### config.mk
export PLATFORM = sky130hd
export DESIGN_NAME = sfd_ctrl
export DESIGN_NICKNAME = d
export VERILOG_FILES = /design/src/rtl/core/serial_frame_decoder_crc16_assert.svh /design/src/rtl/core/sfd_pkg.sv /design/src/rtl/core/sfd_ctrl.sv
export SDC_FILE = /design/constraint.sdc
export NUM_CORES = 1
export LEC_CHECK = 0
export BUFFER_PORTS_ARGS = -buffer_cell sky130_fd_sc_hd__buf_4
export CAP_MARGIN = 20
export CELL_PAD_IN_SITES_DETAIL_PLACEMENT = 0
export CELL_PAD_IN_SITES_GLOBAL_PLACEMENT = 2
export CORE_AREA = 5 5 42 44
export DETAILED_ROUTE_END_ITERATION = 8
export DIE_AREA = 0 0 47 49
export PLACE_DENSITY_LB_ADDON = 0.1
export SYNTH_ARGS = -nofsm -noshare
export SYNTH_HDL_FRONTEND = slang
export SYNTH_SLANG_ARGS = --single-unit
### constraint.sdc
create_clock -name i_clk -period 3.7 [get_ports i_clk]
set_clock_uncertainty 0.2 [all_clocks]
set_input_delay 0.37 -clock i_clk [delete_from_list [all_inputs] [get_ports i_clk]]
set_output_delay 0.37 -clock i_clk [all_outputs]
set_load 0.1 [all_outputs]
### src/rtl/core/serial_frame_decoder_crc16_assert.svh
// Assertion macros for the serial frame decoder.
// Used by the top level; relies on i_clk and i_rst_n in the including scope.
`ifndef SERIAL_FRAME_DECODER_CRC16_ASSERT_SVH
`define SERIAL_FRAME_DECODER_CRC16_ASSERT_SVH

// same-cycle implication
`define SFD_ASSERT_IMPL(name, ante, cons) \
    name: assert property (@(posedge i_clk) disable iff (!i_rst_n) (ante) |-> (cons)) \
        else $error("sfd assertion failed");

// next-cycle implication
`define SFD_ASSERT_NEXT(name, ante, cons) \
    name: assert property (@(posedge i_clk) disable iff (!i_rst_n) (ante) |=> (cons)) \
        else $error("sfd assertion failed");

`endif

### src/rtl/core/sfd_pkg.sv
// Shared constants, types and helper functions of the serial frame decoder.
// No dependencies.
package sfd_pkg;

    localparam int MAX_FRAME_BYTES         = 1024;
    localparam int PRE_HANDSHAKE_BYTES     = 256;
    localparam int NEGOTIATED_PACKET_BYTES = 960;
    localparam int FRAME_OVERHEAD_BYTES    = 64;
    localparam int MAX_PAYLOAD_FIELDS      = 16;

    localparam int FIELD_CAP = 2 + MAX_PAYLOAD_FIELDS;
    localparam int ADDR_W    = $clog2(MAX_FRAME_BYTES);
    localparam int CNT_W     = $clog2(MAX_FRAME_BYTES + 1);
    localparam int FCNT_W    = $clog2(FIELD_CAP + 1);
    localparam int PKT_W     = $clog2(NEGOTIATED_PACKET_BYTES + 1);
    localparam int LIM_W     = $clog2(NEGOTIATED_PACKET_BYTES + FRAME_OVERHEAD_BYTES + 1);
    localparam int LEN_W     = 11;
    localparam int FC_W      = 5;

    localparam logic [CNT_W-1:0] LIMIT_RST =
        CNT_W'((PRE_HANDSHAKE_BYTES < MAX_FRAME_BYTES) ? PRE_HANDSHAKE_BYTES
                                                        : MAX_FRAME_BYTES);

    localparam logic       OP_PUSH = 1'b0;
    localparam logic       OP_END  = 1'b1;

    localparam logic [7:0] CH_CR    = 8'h0d;
    localparam logic [7:0] CH_BAR   = 8'h7c;
    localparam logic [7:0] CH_K     = 8'h4b;
    localparam logic [7:0] CH_SLASH = 8'h2f;
    localparam logic [7:0] PRINT_LO = 8'h20;
    localparam logic [7:0] PRINT_HI = 8'h7e;

    localparam logic [15:0] CRC_POLY = 16'h1021;

    localparam int LEAD_LEN   = 3;
    localparam int MIN_FRAME  = 9;
    localparam int CRC_DIGITS = 4;
    localparam int MODEL_LEN  = 7;
    localparam int VENDOR_LEN = 14;
    localparam int F4_LEN     = 10;
    localparam int REQ_FIELDS = 12;
    localparam int SEQ_FIELDS = 7;
    localparam int FN_MAX     = 192;

    localparam logic [31:0] TYPE_REQ   = 32'd2;
    localparam logic [31:0] TYPE_SEQ_A = 32'd6;
    localparam logic [31:0] TYPE_SEQ_B = 32'd8;
    localparam logic [31:0] TYPE_SEQ_C = 32'd32;

    localparam logic [FCNT_W-1:0] F_TYPE    = FCNT_W'(0);
    localparam logic [FCNT_W-1:0] F_ELAPSED = FCNT_W'(1);
    localparam logic [FCNT_W-1:0] F_PLAT    = FCNT_W'(2);
    localparam logic [FCNT_W-1:0] F_CAPS    = FCNT_W'(3);
    localparam logic [FCNT_W-1:0] F_IDENT   = FCNT_W'(4);
    localparam logic [FCNT_W-1:0] F_VER     = FCNT_W'(5);
    localparam logic [FCNT_W-1:0] F_MODEL   = FCNT_W'(6);
    localparam logic [FCNT_W-1:0] F_VENDOR  = FCNT_W'(7);
    localparam logic [FCNT_W-1:0] F_PKT     = FCNT_W'(9);
    localparam logic [FCNT_W-1:0] F_FN      = FCNT_W'(10);
    localparam logic [FCNT_W-1:0] F_SEED    = FCNT_W'(11);

    typedef enum logic [2:0] {
        K_NONE       = 3'd0,
        K_FRAME      = 3'd1,
        K_MALFORMED  = 3'd2,
        K_CRC_FAILED = 3'd3,
        K_TOO_LARGE  = 3'd4,
        K_TRUNCATED  = 3'd5
    } t_kind;

    typedef enum logic [2:0] {
        S_IDLE,
        S_SCAN,
        S_EVAL,
        S_CRC,
        S_FIN
    } t_state;

    typedef struct packed {
        logic take;
        logic scan_start;
        logic walk_scan;
        logic crc_start;
        logic walk_crc;
        logic fin_load;
    } t_cmd;

    typedef struct packed {
        logic need_decode;
        logic out_free;
        logic walk_done;
        logic struct_ok;
    } t_sts;

    function automatic logic [7:0] lead_chr(input logic [1:0] idx);
        logic [7:0] ch;
        unique case (idx)
            2'd0:    ch = 8'h4b;
            2'd1:    ch = 8'h4c;
            2'd2:    ch = 8'h2a;
            default: ch = 8'h00;
        endcase
        return ch;
    endfunction

    function automatic logic [7:0] model_chr(input logic [2:0] idx);
        logic [7:0] ch;
        unique case (idx)
            3'd0:    ch = 8'h4b;
            3'd1:    ch = 8'h4e;
            3'd2:    ch = 8'h31;
            3'd3:    ch = 8'h30;
            3'd4:    ch = 8'h30;
            3'd5:    ch = 8'h37;
            3'd6:    ch = 8'h42;
            default: ch = 8'h00;
        endcase
        return ch;
    endfunction

    function automatic logic [7:0] vendor_chr(input logic [3:0] idx);
        logic [7:0] ch;
        unique case (idx)
            4'd0:    ch = 8'h6b;
            4'd1:    ch = 8'h61;
            4'd2:    ch = 8'h66;
            4'd3:    ch = 8'h66;
            4'd4:    ch = 8'h65;
            4'd5:    ch = 8'h6c;
            4'd6:    ch = 8'h6f;
            4'd7:    ch = 8'h67;
            4'd8:    ch = 8'h69;
            4'd9:    ch = 8'h63;
            4'd10:   ch = 8'h2e;
            4'd11:   ch = 8'h63;
            4'd12:   ch = 8'h6f;
            4'd13:   ch = 8'h6d;
            default: ch = 8'h00;
        endcase
        return ch;
    endfunction

    function automatic logic [15:0] crc_byte(input logic [15:0] crc_in, input logic [7:0] b);
        logic [15:0] c;
        c = crc_in ^ {b, 8'h00};
        for (int i = 0; i < 8; i++) begin
            c = c[15] ? ({c[14:0], 1'b0} ^ CRC_POLY) : {c[14:0], 1'b0};
        end
        return c;
    endfunction

endpackage

### src/rtl/core/sfd_ctrl.sv
// Controller of the serial frame decoder: byte intake and the decode sequence.
// Depends on sfd_pkg.
module sfd_ctrl (
    input  logic          i_clk,
    input  logic          i_rst_n,
    input  logic          i_in_valid,
    input  sfd_pkg::t_sts i_sts,
    output logic          o_in_stall,
    output sfd_pkg::t_cmd o_cmd
);

    sfd_pkg::t_state r_state, n_state;

    always_ff @(posedge i_clk) begin
        if (!i_rst_n) begin
            r_state <= sfd_pkg::S_IDLE;
        end else begin
            r_state <= n_state;
        end
    end

    always_comb begin
        n_state    = r_state;
        o_cmd      = '0;
        o_in_stall = 1'b1;
        unique case (r_state)
            sfd_pkg::S_IDLE: begin
                o_in_stall = !i_sts.out_free;
                o_cmd.take = i_in_valid && i_sts.out_free;
                if (o_cmd.take && i_sts.need_decode) begin
                    o_cmd.scan_start = 1'b1;
                    n_state          = sfd_pkg::S_SCAN;
                end
            end
            sfd_pkg::S_SCAN: begin
                o_cmd.walk_scan = 1'b1;
                if (i_sts.walk_done) begin
                    n_state = sfd_pkg::S_EVAL;
                end
            end
            sfd_pkg::S_EVAL: begin
                if (i_sts.struct_ok) begin
                    o_cmd.crc_start = 1'b1;
                    n_state         = sfd_pkg::S_CRC;
                end else begin
                    n_state = sfd_pkg::S_FIN;
                end
            end
            sfd_pkg::S_CRC: begin
                o_cmd.walk_crc = 1'b1;
                if (i_sts.walk_done) begin
                    n_state = sfd_pkg::S_FIN;
                end
            end
            sfd_pkg::S_FIN: begin
                if (i_sts.out_free) begin
                    o_cmd.fin_load = 1'b1;
                    n_state        = sfd_pkg::S_IDLE;
                end
            end
            default: n_state = sfd_pkg::S_IDLE;
        endcase
    end

endmodule
==> results of run 1 <==
## synth_stat cells
cell	instances	area [um2]
nor2_1	6	22.5
a21oi_1	3	15.0
dfxtp_1	3	60.1
nand2_1	3	11.3
inv_1	2	7.51
and3_1	1	6.26
and4b_1	1	10.0
buf_4	1	7.51
nand2b_1	1	6.26
nand2b_2	1	8.76
nand3_1	1	5.00
nand3b_1	1	7.51
nor3b_2	1	12.5
nor4b_1	1	8.76
o21a_1	1	7.51
o21ai_0	1	5.00
o311a_1	1	10.0
o31a_2	1	10.0
or2_0	1	6.26
or2_1	1	6.26
## metrics by stage
stage	power (W)	cell area, um2	hold slack, ns	worst slack (ns)
4_1_cts	0.000165	370	0.168	1.72
2_1_floorplan	0.0000887	234	0.288	0.156
5_1_grt	0.000174	370	0.173	1.62
6_report	0.000160	370	0.172	1.75
3_5_place_dp	0.000105	344	0.407	1.97
3_3_place_gp	0.000105	344	0.409	1.98
## power groups by stage
| stage | Sequential (W) | Combinational [W] | Clock, W |
|---|---|---|---|
| 5_1_grt | 0.0000398 | 0.0000685 | 0.0000657 |
| 3_5_place_dp | 0.0000395 | 0.0000653 | 0 |
| 6_report | 0.0000390 | 0.0000649 | 0.0000563 |
| 4_1_cts | 0.0000390 | 0.0000654 | 0.0000603 |
| 3_3_place_gp | 0.0000397 | 0.0000650 | 0 |
| 2_1_floorplan | 0.0000369 | 0.0000518 | 0 |
## final timing paths
kind	depth (start not counted)	to	slack (ns)
worst max-delay path	3	o_cmd[2]	1.75
worst min-delay path	2	r_state[2]	0.17
worst max register to register	3	r_state[1]	2.35
worst min register to register	1	r_state[0]	0.41
## cell type report
class | instances | area (um2) | share of cell area [%]
multi-input cells | 26 | 159 | 42.9
repair buffers | 13 | 97.6 | 26.4
flip-flops and latches | 3 | 60.1 | 16.2
clock buffers | 4 | 26.3 | 7.09
well taps | 16 | 20.0 | 5.41
inverters | 2 | 7.51 | 2.03
## per-layer routing
metal	global-route usage, %	part of all wire [%]
met5	0	0
met4	6.91	0
met3	3.32	10
met2	10.2	47
met1	8.55	43
## critical path: stages, from the launching register on
cell,delay [ns]
dfxtp_1,0.46
nand2b_2,0.13
nor3b_2,0.24
buf_4,0.33
## kinds of logic after synthesis
logic type	Yosys count	share of synthesized area, %
AOI/OAI and AO/OA	7	20.3
DFF	3	25.7
and+or+nand+nor	19	47.6
buffers and inverters	3	6.42
==> results.md, run 1 <==
* DR vias/cell at approximately 4.3
* Overall routing resource usage at under 10%
* CP Max Fanout at 8
* Post-Syn Instances at 32
* # fillers at approximately 170
* Vias in the first global route at between 200 and 300
* Final Hold Viols at 0
* CTS tree: done
* Iter 0 DRT Violations at 4
* Core Util, Final at a little over a quarter
* Clock transition at path regs at 0.04 ns
* Max FFs per register at 3
* Final antenna-violating net count at 0
* CTS Root Cell: clkbuf_4
* Worst reg2reg path startpoint: r_state[0]
* Critical path data arrival time at between 1 and 1.5 ns
* DR WL/cell at 11.2 um
* NumNets Final at 56
* Maximum clock rate at 512 MHz
* Netlist cell types at 20
* CTS Sinks at 3
* Status: completed
* Sw frac at 42.1%
* Setup crit start kind: flip-flop
* Hold Crit Class: in -> reg
* Core Rows at 14
* Antenna diodes at 0
* Core ar. at about 1400 um2
* Logic pwr share at 40.5%
* Mean Syn Cell Area at approximately 7.3 um2
* Biggest register: r_state
* Worst IR Drop VDD at around 0.11 mV
* CP startpoint: r_state[1]
* Setup crit end kind: output port
* Synth Warn # at 0
* Final wirelength at just over 700 um
* Net Switching at just under 0.00007 W
* PortBufs at 13
* Setup violations, final at 0
* Post-layout minimum cycle time at 1.95 ns
* Worst hold start: i_rst_n
* Internal at 0.0000927 W
* Net count after synthesis at 39
* Die area at between 2000 and 2500 um2
* Placer Congestion at between 0.7 and 0.8
* Layout cells sized above 1 at between 30% and 40%
* Grt total ovfl at 0
* Register area share after synthesis at between 20% and 30%
* Clock share of power at 35.2%
* H-tree depth at 1
* Yosys reg bits at 3
* Commonest cells after routing, fill and taps aside: 13 x buf_4, 6 x nor2_1
* Total of max-cap violations at 0
* Sequential share of power at 24.3%
* RSZ-0062 raised after global routing: false
* Leak at 0.176 nW
* Global-route wire length before repair at about 1.2 mm
* Commonest non-fill, non-tap cell in the layout: buf_4
* PwrDens at around 430 nW/um2
* Crit path kind: reg -> out
* Top Registers: r_state x3
* Final cell count without fillers at 64
* DR pass1 iterations at 2
* Period Utilization, post-route at 52.8%
* Cell Count Post-Placement at 60
* Clk_lat worst skew at 0.23 ns
* Post-Syn Area at 234 um2
* Io pins at 14
* TritonCTS buffer count at 3
* Post-DP HPWL at between 500 and 600 um
* Die H at 49 um
* Slew Viols, Final at 0
* Actual slew at the worst max-slew pin at around 0.28 ns
* Synthesis-to-finish area growth at 58.3%
* Largest net degree at the start of global routing at 10
* CP Data Required Time at roughly 3.1 ns
* Drt drc at 0
* Setup Buffers After CTS at 0
* Cts hold-fix bufs at 0
* Initial antenna violation count at 0
* Max Root-Sink Buffers at 2
* Detailed-route via count at roughly 280
* Die Wd at between 40 and 50 um
* Worst slew margin at 81.4%
* Post-CTS sizing at 0
* Starting Density at between 10% and 20%
* Setup TNS at 0 ns
No activity file was read; power rests on OpenSTA's default activity.
==> run 2, diff against run 1 <==
- CORE_AREA: 5 5 42 44 -> default
- CORE_MARGIN: default -> 5
- CORE_UTILIZATION: default -> 16
- DIE_AREA: 0 0 47 49 -> default
- clock period: 3.7 -> 1.7 ns (I/O delays scaled with it)
==> results.md, run 2 (synthesis gave the netlist of run 1 again) <==
* Slew Viols, Final at 0
* Die area at ~2300 um2
* CTS tree: done
* Biggest register: r_state
* Hold Crit Class: in -> reg
* Core Rows at 13
* Worst slew margin at 80.3%
* Clk_lat worst skew at 0.23 ns
* Total of max-cap violations at 0
* Io pins at 14
* Final antenna-violating net count at 0
* Cell Count Post-Placement at 59
* Period Utilization, post-route at a little over nine tenths
* Core Util, Final at 35.5%
* Layout cells sized above 1 at between 50% and 60%
* Post-layout minimum cycle time at 1.66 ns
* Worst IR Drop VDD at 0.322 mV
* Top Registers: r_state x3
* Final Hold Viols at 0
* CTS Root Cell: clkbuf_4
* Overall routing resource usage at about 7.8%
* Commonest non-fill, non-tap cell in the layout: buf_4
* Clock transition at path regs at about 0.03 ns
* NumNets Final at 59
* Max Root-Sink Buffers at 2
* PortBufs at 13
* DR pass1 iterations at 2
* Core ar. at roughly 1400 um2
* Post-DP HPWL at around 600 um
* Synthesis-to-finish area growth at 105%
* RSZ-0062 raised after global routing: true
* Post-route total power at 0.000385 W
* Final cell count without fillers at 66
* # fillers at 147
* Antenna diodes at 0
* Setup crit end kind: output port
* CP Data Required Time at between 1 and 1.5 ns
* DP Worst Slack at around 0.13 ns
* Crit path kind: reg -> out
* DR WL/cell at ~11 um
* Critical path data arrival time at between 1 and 1.5 ns
* Actual slew at the worst max-slew pin at between 0.2 and 0.3 ns
* DR vias/cell at between 4 and 5
* TritonCTS buffer count at 3
* H-tree depth at 1
* Leak at 0.209 nW
* Vias in the first global route at 299
* Max FFs per register at 3
* Iter 0 DRT Violations at 5
* Detailed-route via count at about 290
* Die H at ~48 um
* Largest net degree at the start of global routing at 10
* Placer Congestion at 0.692
* Final wirelength at between 700 and 800 um
* CP Max Fanout at 7
* Starting Density at about 17%
* Drt drc at 0
* Setup violations, final at 0
* Final setup margin at ~0.035 ns
* Global-route wire length before repair at between 1 and 1.5 mm
* Final hold slack at 0.109 ns
* Footprint of the multi-input gates at slightly below 200 um2
* Die Wd at 48.2 um
* Maximum clock rate at 601 MHz
* Setup crit start kind: flip-flop
* Grt total ovfl at 0
* Initial antenna violation count at 0
* CTS Sinks at 3
* Register area at between 60 and 70 um2
* Status: completed
* PwrDens at between 800 and 900 nW/um2
## run 2: cell types whose count changed in the layout (fill, tap and decap cells not counted), sizes merged
| cell | change |
|---|---|
| buf | +2 |
| dlygate4sd3 | +1 |
## run 2: critical path: stages, from the launching register on
cell and delay (ns):
dfxtp_4 0.37, nor2_4 0.11, nand3b_1 0.22, nor2_4 0.18, buf_12 0.18
## run 2: final cells by class
type / instances / area share, %
clock buffer: 4 / 5.48
tap: 15 / 3.92
multi-input combinational: 26 / 40.7
sequential: 3 / 14.1
inverter: 2 / 1.57
timing repair buffer: 16 / 34.2
## run 2: per-layer routing
metal	up-vias	track usage (%)	part of all wire, %
li1	150	-	-
met1	126	9.41	45
met2	9	10.9	46
met3	2	1.48	5.3
met4	0	8.06	2.6
met5	-	0	0
## run 2: per-stage QoR
| stage | cell area (um2) | setup TNS [ns] |
|---|---|---|
| floorplan | 264 | -3.35 |
| global placement | 369 | 0 |
| detailed placement | 369 | 0 |
| CTS | 448 | 0 |
| global route | 479 | -0.0411 |
| finish | 479 | 0 |
## run 2: power breakdown
part | total (W) | switching (W) | internal [W]
clock network | 0.000121 | 0.0000330 | 0.0000877
registers | 0.0000863 | 0.0000107 | 0.0000756
logic | 0.000178 | 0.000116 | 0.0000624
## run 2: repair_timing
| item | 4_1_cts | 5_1_grt |
|---|---|---|
| hold endpoints to repair | 1 | 0 |
| resized for setup | 11 | 4 |
| hold buffers | 1 | 0 |
| buffers inserted | 0 | 2 |
| setup endpoints to repair | 5 | 3 |
| pin swaps | 2 | 2 |
## run 2: path summary, 6_finish.rpt
| check | start | end | slack (ns) | depth (start not counted) |
|---|---|---|---|---|
| max | r_state[1] | o_cmd[5] | 0.04 | 4 |
| min | i_sts[2] | r_state[2] | 0.11 | 3 |
| max reg2reg | r_state[2] | r_state[1] | 0.42 | 3 |
| min reg2reg | r_state[2] | r_state[0] | 0.42 | 1 |
==> run 3, diff against run 2 <==
- CORE_UTILIZATION: 16 -> 18
- clock period: 1.7 -> 1.8 ns (I/O delays scaled with it)
==> results.md, run 3 (synthesis gave the netlist of run 1 again) <==
* Actual slew at the worst max-slew pin at between 0.2 and 0.3 ns
* Worst slew margin at around four fifths
* Period Utilization, post-route at 94.6%
* Post-route total power at 0.000346 W
* Grt total ovfl at 0
* Setup violations, final at 0
* Max FFs per register at 3
* Iter 0 DRT Violations at 5
* Top Registers: r_state x3
* Max Root-Sink Buffers at 2
* Slew Viols, Final at 0
* Met2 usage at between 10% and 20%
* Hold Crit Class: in -> reg
* GRT Max-Usage Layer: met2
* Post-layout minimum cycle time at about 1.7 ns
* PwrDens at about 840 nW/um2
* Status: completed
* Initial antenna violation count at 0
* Global-route wire length before repair at between 1 and 1.5 mm
* Antenna diodes at 0
* DR WL/cell at around 11 um
* Commonest cells after routing, fill and taps aside: 11 x buf_4, 3 x nor2_4, 3 x nand2_1, 3 x a21oi_1, 3 x clkbuf_4
* H-tree depth at 1
* Drt drc at 0
* Final wirelength at slightly below 700 um
* Detailed-route via count at around 280
* Die Wd at between 40 and 50 um
* Post-DP HPWL at approximately 560 um
* Cell Count Post-Placement at 59
* Setup Buffers After CTS at 0
* Clk_lat worst skew at 0.23 ns
* Biggest register: r_state
* Final cell count without fillers at 64
* Final Hold Viols at 0
* Worst IR Drop VDD at between 0.5 and 0.6 mV
* Maximum clock rate at just under 600 MHz
* Die H at between 40 and 50 um
* DR vias/cell at between 4 and 5
* Total of max-cap violations at 0
* Layout cells sized above 1 at about half
* GRT met1 Usage at 8.10%
* Commonest non-fill, non-tap cell in the layout: buf_4
* CTS Sinks at 3
* Final antenna-violating net count at 0
* Placer Congestion at 0.776
* Vias in the first global route at ~250
* Overall routing resource usage at between 7 and 8%
* PortBufs at 13
* NumNets Final at 57
* CP Data Required Time at ~1.4 ns
* DR pass1 iterations at 3
* Crit path kind: reg -> out
* Critical path data arrival time at approximately 1.3 ns
* Io pins at 14
* Setup crit start kind: flip-flop
* Starting Density at approximately 18%
* Leak at 0.186 nW
* Clock transition at path regs at ~0.030 ns
* Core Rows at 13
* CTS tree: done
* Final hold slack at around 0.11 ns
* Core Util, Final at between 30% and 40%
* CTS Root Cell: clkbuf_4
* Largest net degree at the start of global routing at 10
* Core ar. at ~1300 um2
* Synthesis-to-finish area growth at 77.0%
* Die area at roughly 2100 um2
* Setup crit end kind: output port
* CP Max Fanout at 6
* TritonCTS buffer count at 3
* Met3 Track Usage GR at about 6.6%
* RSZ-0062 raised after global routing: false
run 3: cell count changes in the layout (fill, tap and decap cells not counted):
cell	change
buf_12	-3
buf_6	+1
dfxtp_2	+2
dfxtp_4	-2
nand2b_2	+1
nand2b_4	-1
nor3b_2	+1
nor3b_4	-1
run 3: power breakdown:
part	internal, W	leakage, nW	switching (W)	total (W)
Clock	0.0000830	0.0150	0.0000345	0.000117
Combinational	0.0000435	0.146	0.000102	0.000145
Sequential	0.0000723	0.0253	0.0000108	0.0000832
Total	0.000199	0.186	0.000147	0.000346
run 3: per-layer routing:
metal / vias up / wire (um)
met5: - / 0
met4: 0 / 0
met3: 0 / 89
met2: 12 / 306
met1: 124 / 279
li1: 147 / -
run 3: worst max-delay path, cell delays in order (launching register included):
cell and delay (ns):
dfxtp_1 0.34, nand2b_2 0.22, nor3b_2 0.21, buf_4 0.32
run 3: layout make-up:
class / instances / area (um2)
fill: 145 / 855
multi-input combinational: 26 / 184
timing repair buffer: 14 / 115
sequential: 3 / 62.6
clock buffer: 4 / 26.3
tap: 15 / 18.8
inverter: 2 / 7.51
run 3: final timing paths:
| kind | cells past startpoint | slack (ns) | start | end |
|---|---|---|---|---|
| setup reg to reg | 3 | 0.51 | r_state[2] | r_state[1] |
| hold reg to reg | 1 | 0.42 | r_state[2] | r_state[0] |
| setup / recovery | 3 | 0.1 | r_state[2] | o_cmd[2] |
| hold / removal | 3 | 0.11 | i_sts[2] | r_state[2] |
run 3: what timing repair did:
action,4_1_cts,5_1_grt
endpoints found under the setup margin,0,4
gates resized for setup,0,3
hold buffers,1,0
endpoints found under the hold margin,1,0
run 3: per-stage QoR:
step | setup WS, ns | setup TNS, ns | instance area (um2)
2_1_floorplan | -0.822 | -2.86 | 264
3_5_place_dp | 0.256 | 0 | 369
5_1_grt | 0.0169 | 0 | 414
4_1_cts | 0.00726 | 0 | 405
3_3_place_gp | 0.279 | 0 | 369
6_report | 0.0979 | 0 | 414
